**config.mk**
```make
export PLATFORM = sky130hd
export DESIGN_NAME = nsc_div
export DESIGN_NICKNAME = d
export VERILOG_FILES = /design/src/design/nsc_pkg.sv /design/src/design/nsc_div.sv
export SDC_FILE = /design/constraint.sdc
export NUM_CORES = 1
export LEC_CHECK = 0
export BUFFER_PORTS_ARGS = -buffer_cell sky130_fd_sc_hd__buf_2
export CORE_MARGIN = 4
export CORE_UTILIZATION = 60
export CTS_BUF_LIST = sky130_fd_sc_hd__clkbuf_8
export CTS_CLUSTER_SIZE = 40
export DETAILED_ROUTE_END_ITERATION = 6
export PLACE_DENSITY = 0.84
export SLEW_MARGIN = 25
export SYNTH_ARGS = -nofsm -noshare
export SYNTH_HDL_FRONTEND = slang
export SYNTH_SLANG_ARGS = --single-unit
export TNS_END_PERCENT = 100
```
**constraint.sdc**
```tcl
create_clock -name aclk -period 6.37 [get_ports aclk]
set_clock_uncertainty 0.1 [all_clocks]
set_input_delay 0 -clock aclk [delete_from_list [all_inputs] [get_ports aclk]]
set_output_delay 0 -clock aclk [all_outputs]
set_load 0.02 [all_outputs]
```
**src/design/nsc_pkg.sv**
```systemverilog
// Package for the normalized sample convolution unit.
// Holds the transaction payload types, command codes and widths shared by every module but nsc_ram.
// No dependencies.
package nsc_pkg;

    localparam logic [1:0] CMD_TAP    = 2'd0;
    localparam logic [1:0] CMD_SAMPLE = 2'd1;
    localparam logic [1:0] CMD_ZERO   = 2'd2;

    localparam int TAP_COUNT_W = 9;
    localparam int SAMPLE_W    = 16;
    localparam int PRODUCT_W   = 32;
    localparam int QUOT_W      = 17;
    localparam int NORM_W      = 15;
    localparam logic [NORM_W-1:0] NORM_DIV = 15'd32767;

    typedef struct packed {
        logic [1:0]                 cmd;
        logic [7:0]                 tap_index;
        logic signed [SAMPLE_W-1:0] value;
    } in_t;

    typedef struct packed {
        logic signed [SAMPLE_W-1:0] result;
        logic                       saturated;
    } out_t;

endpackage

```
**src/design/nsc_div.sv**
```systemverilog
// Normalizing divider: divides the accumulated sum by 32767 times the tap count,
// truncating toward zero and saturating to 16 bits. Depends on nsc_pkg.
module nsc_div
    import nsc_pkg::*;
#(
    parameter int MAX_TAPS = 256
) (
    input  logic                                   aclk,
    input  logic                                   aresetn,
    input  logic                                   start,
    input  logic signed [PRODUCT_W+$clog2(MAX_TAPS+1)-1:0] acc,
    input  logic [$clog2(MAX_TAPS+1)-1:0]          taps,
    output logic                                   res_valid,
    output out_t                                   res,
    input  logic                                   res_ack
);

    localparam int TCW   = $clog2(MAX_TAPS+1);
    localparam int ACC_W = PRODUCT_W + TCW;
    localparam int DBW   = NORM_W + TCW;
    localparam int WW    = ACC_W + 1;
    localparam int CNT_W = $clog2(QUOT_W);

    localparam logic [2:0] ST_IDLE = 3'd0;
    localparam logic [2:0] ST_MUL  = 3'd1;
    localparam logic [2:0] ST_CHK  = 3'd2;
    localparam logic [2:0] ST_STEP = 3'd3;
    localparam logic [2:0] ST_FIN  = 3'd4;
    localparam logic [2:0] ST_HOLD = 3'd5;

    logic [2:0]        st_reg;
    logic [WW-1:0]     mag_reg;
    logic [WW-1:0]     dsh_reg;
    logic              neg_reg;
    logic              ovf_reg;
    logic [TCW-1:0]    taps_reg;
    logic [QUOT_W-1:0] quot_reg;
    logic [CNT_W-1:0]  cnt_reg;
    out_t              res_reg;
    logic [DBW-1:0]    divisor;
    logic [WW-1:0]     acc_ext;
    logic              fits;
    logic [QUOT_W-1:0] quot_neg;
    logic              sat;

    assign divisor  = DBW'(NORM_DIV) * DBW'(taps_reg);
    assign acc_ext  = {{(WW-ACC_W){acc[ACC_W-1]}}, acc};
    assign fits     = (mag_reg >= dsh_reg);
    assign quot_neg = QUOT_W'(0) - quot_reg;
    assign sat      = ovf_reg || (neg_reg ? (quot_reg > QUOT_W'(32768))
                                          : (quot_reg > QUOT_W'(32767)));

    always_ff @(posedge aclk) begin
        if (!aresetn) begin
            st_reg   <= ST_IDLE;
            mag_reg  <= '0;
            dsh_reg  <= '0;
            neg_reg  <= 1'b0;
            ovf_reg  <= 1'b0;
            taps_reg <= '0;
            quot_reg <= '0;
            cnt_reg  <= '0;
            res_reg  <= '0;
        end else begin
            case (st_reg)
                ST_IDLE: begin
                    if (start) begin
                        st_reg   <= ST_MUL;
                        neg_reg  <= acc[ACC_W-1];
                        mag_reg  <= acc[ACC_W-1] ? (WW'(0) - acc_ext) : acc_ext;
                        taps_reg <= taps;
                    end
                end
                ST_MUL: begin
                    dsh_reg <= WW'(divisor) << QUOT_W;
                    st_reg  <= ST_CHK;
                end
                ST_CHK: begin
                    ovf_reg  <= fits;
                    dsh_reg  <= dsh_reg >> 1;
                    quot_reg <= '0;
                    cnt_reg  <= CNT_W'(QUOT_W-1);
                    st_reg   <= ST_STEP;
                end
                ST_STEP: begin
                    if (fits) begin
                        mag_reg <= mag_reg - dsh_reg;
                    end
                    quot_reg <= {quot_reg[QUOT_W-2:0], fits};
                    dsh_reg  <= dsh_reg >> 1;
                    cnt_reg  <= cnt_reg - CNT_W'(1);
                    if (cnt_reg == '0) begin
                        st_reg <= ST_FIN;
                    end
                end
                ST_FIN: begin
                    res_reg.saturated <= sat;
                    if (sat) begin
                        res_reg.result <= neg_reg ? 16'sh8000 : 16'sh7fff;
                    end else if (neg_reg) begin
                        res_reg.result <= $signed(quot_neg[SAMPLE_W-1:0]);
                    end else begin
                        res_reg.result <= $signed(quot_reg[SAMPLE_W-1:0]);
                    end
                    st_reg <= ST_HOLD;
                end
                ST_HOLD: begin
                    if (res_ack) begin
                        st_reg <= ST_IDLE;
                    end
                end
                default: begin
                    st_reg <= ST_IDLE;
                end
            endcase
        end
    end

    assign res_valid = (st_reg == ST_HOLD);
    assign res       = res_reg;

endmodule

```
==> impl_metrics.env <==
export IMPL_timing_worst_setup_path_type="flip-flop to flip-flop"
export IMPL_netlist_top_cells_area="dfxtp_1, ha_1, a21oi_1, fa_1, nand2_1"
export IMPL_finish_net_count=1739
export IMPL_clockBufferDepth=2
export IMPL_synth_most_common_cell="nand2_1"
export IMPL_synth_nets=1677
export IMPL_finalSetupViolations=0
export IMPL_finalHoldViolations=0
export IMPL_post_route_period_util=0.835
export IMPL_cts_buffers=17
export IMPL_setup_tns_final_ps=0
export IMPL_area_growth_pct=12.0
export IMPL_totalWireLength_mm=31.0
export IMPL_edff_count_synth=0
export IMPL_io_pin_count=72
export IMPL_ys_ff_latch=136
export IMPL_cts_root_cell="clkbuf_8"
export IMPL_failed_checks="DRC"
export IMPL_max_clock_freq_ghz=0.188
export IMPL_cts_repair_timing_setup_buffer_count=0
export IMPL_vdd_ir_drop_worst_uv=209
export IMPL_detail_route_antenna_nets=0
export IMPL_run_status="finished, violations left"
export IMPL_netlist_area_leader_share=0.241
export IMPL_initial_antenna_violation_count=0
export IMPL_worst_slew_pin_slew_ps=969
export IMPL_final_hold_worst_slack_ps=15.9
export IMPL_grt_max_degree=92
export IMPL_synth_cells_most_frequent="nand2_1, a21oi_1, dfxtp_1"
export IMPL_grt_pass1_wl_mm=51.5
export IMPL_remaining_drc_errors=2
export IMPL_setup_repair_after_global_routing_missed_its_margin="no"
export IMPL_die_width_um=145
export IMPL_worst_setup_path_start_kind="flip-flop"
export IMPL_worst_setup_path_end_kind="flip-flop"
export IMPL_ys_warn_count=0
export IMPL_post_dp_hpwl_mm=21.5
export IMPL_rows=49
export IMPL_ctsHtreeMaxLevel=4
export IMPL_post_cts_resize_count=0
export IMPL_core_area_sq_mm=0.0182
export IMPL_clock_transition_at_the_registers_of_the_reported_paths_ps=90
export IMPL_groute_usage_overall=0.288
export IMPL_timing_max_cap_violations=0
export IMPL_yosysSeqAreaShare=0.241
export IMPL_globalRouteOverflowTotal=0
export IMPL_asyncSetResetFlopFracSynth=0
export IMPL_io_buffer_count=71
export IMPL_drt_vias_per_instance=6.22
export IMPL_critical_path_peak_fanout=4
export IMPL_largest_reg_flops=42
export IMPL_worst_ep_required_time_ps=6590
export IMPL_floorplan_die_height_um=145
export IMPL_vias_in_the_first_global_route=10500
export IMPL_place_congestion=0.965
export IMPL_via_count=11200
export IMPL_number_of_drc_markers_in_iteration_0=1149
export IMPL_num_fill_cells=1468
export IMPL_timing_final_max_slew_violations=0
export IMPL_synth_cells=1501
export IMPL_synthDistinctLibCells=67
export IMPL_hold_path_class="input pin to flip-flop"
export IMPL_layout_cell_share_with_drive_strength_beyond_1=0.0888
export IMPL_initial_core_util=0.620
export IMPL_timing_critical_path_arrival_ps=5540
export IMPL_clock_tree_from_tritoncts="done"
export IMPL_synth_largest_area_cell="dfxtp_1"
export IMPL_wire_per_inst_um=17.2
export IMPL_synth_main_ff_cell="dfxtp_1"
export IMPL_clock_latency_ps=470
export IMPL_drt_first_pass_iters=7
export IMPL_slew_headroom=0.354
export IMPL_total_leakage_power_nw=5.38
export IMPL_period_minus_slack_ps=5320
export IMPL_die_area_sq_mm=0.0211
export IMPL_cts_sink_count=136
export IMPL_power_density_cell_area_mw_per_mm2=362
export IMPL_antenna_cells=0
export IMPL_post_synth_instance_area_sq_mm=0.0113
export IMPL_synth_avg_cell_area_sq_um=7.52
critical path: stages, from the launching register on:
cell	delay [ps]
dfxtp_1	360
fa_1	620
inv_1	110
fa_1	550
inv_1	140
ha_1	310
inv_1	50
fa_1	520
inv_1	40
ha_1	330
nor2b_1	160
o21ai_0	190
a21boi_0	170
o31ai_1	460
a21oi_1	220
o2111ai_1	260
mux2_2	360
a31oi_1	130
o32ai_1	90
layout make-up:
type	instances	area [sq um]	share of cell area
multi-input cells	1152	7790	0.616
flip-flops and latches	136	2720	0.215
repair buffers	137	991	0.0784
inverters	119	448	0.0354
well taps	229	287	0.0227
clock buffers	19	262	0.0207
clock inverters	13	143	0.0113
routing by layer:
layer,part of all wire,GRT usage,routed length (um)
met3,0.071,0.0461,2220
met1,0.45,0.401,13900
met5,0,0,0
met4,0.022,0.0859,686
met2,0.46,0.462,14300
final timing paths:
check / startpoint / to / slack [ps] / cells after the start
hold / removal: acc[5] / mag_reg[5]$_SDFFE_PN0P_ / 20 / 5
setup reg to reg: taps_reg[1]$_SDFFE_PN0P_ / dsh_reg[39]$_SDFFE_PN0P_ / 1050 / 18
setup / recovery: taps_reg[1]$_SDFFE_PN0P_ / dsh_reg[39]$_SDFFE_PN0P_ / 1050 / 18
hold reg to reg: res[9]$_SDFFE_PN0P_ / res[9]$_SDFFE_PN0P_ / 350 / 2
what timing repair did:
action | in CTS | in global routing
endpoints found under the hold margin | 48 | 0
hold buffers | 56 | 0
setup endpoints to repair | 0 | 0
cell usage in the layout, fill, tap and decap left out, types with 49 or more instances in the layout:
cell type	instances
nand2_1	150
a21oi_1	149
dfxtp_1	136
nor2_1	119
inv_1	118
o21ai_0	99
ha_1	93
buf_2	71
dlygate4sd3_1	56
xor2_1	49
per-stage QoR:
step                utilization  worst slack [ps]  cell area, sq um  instances  power [mW]
global route              0.694               786             12600       1805        4.93
global placement          0.641              1310             11700       1717        3.66
detailed placement        0.641              1150             11700       1717        3.72
finish                    0.694              1050             12600       1805        4.57
floorplan                     -              1660             11300       1501        3.14
CTS                       0.694              1110             12600       1805        4.52
power by group:
part / switching (mW) / internal, mW / leakage [nW]
Sequential: 0.0836 / 0.954 / 1.11
Clock: 0.371 / 0.372 / 0.209
Combinational: 1.69 / 1.11 / 4.07
Total: 2.14 / 2.43 / 5.38
logic make-up after synthesis:
family                   synth area share
adder cells (fa/ha/maj)             0.155
XOR/XNOR                           0.0706
buffers and inverters              0.0709
multiplexers                      0.00720
AND/OR/NAND/NOR                     0.193
AO/OA/AOI/OAI                       0.263
flip-flops                          0.241
Power figures use the tool's default switching activity.
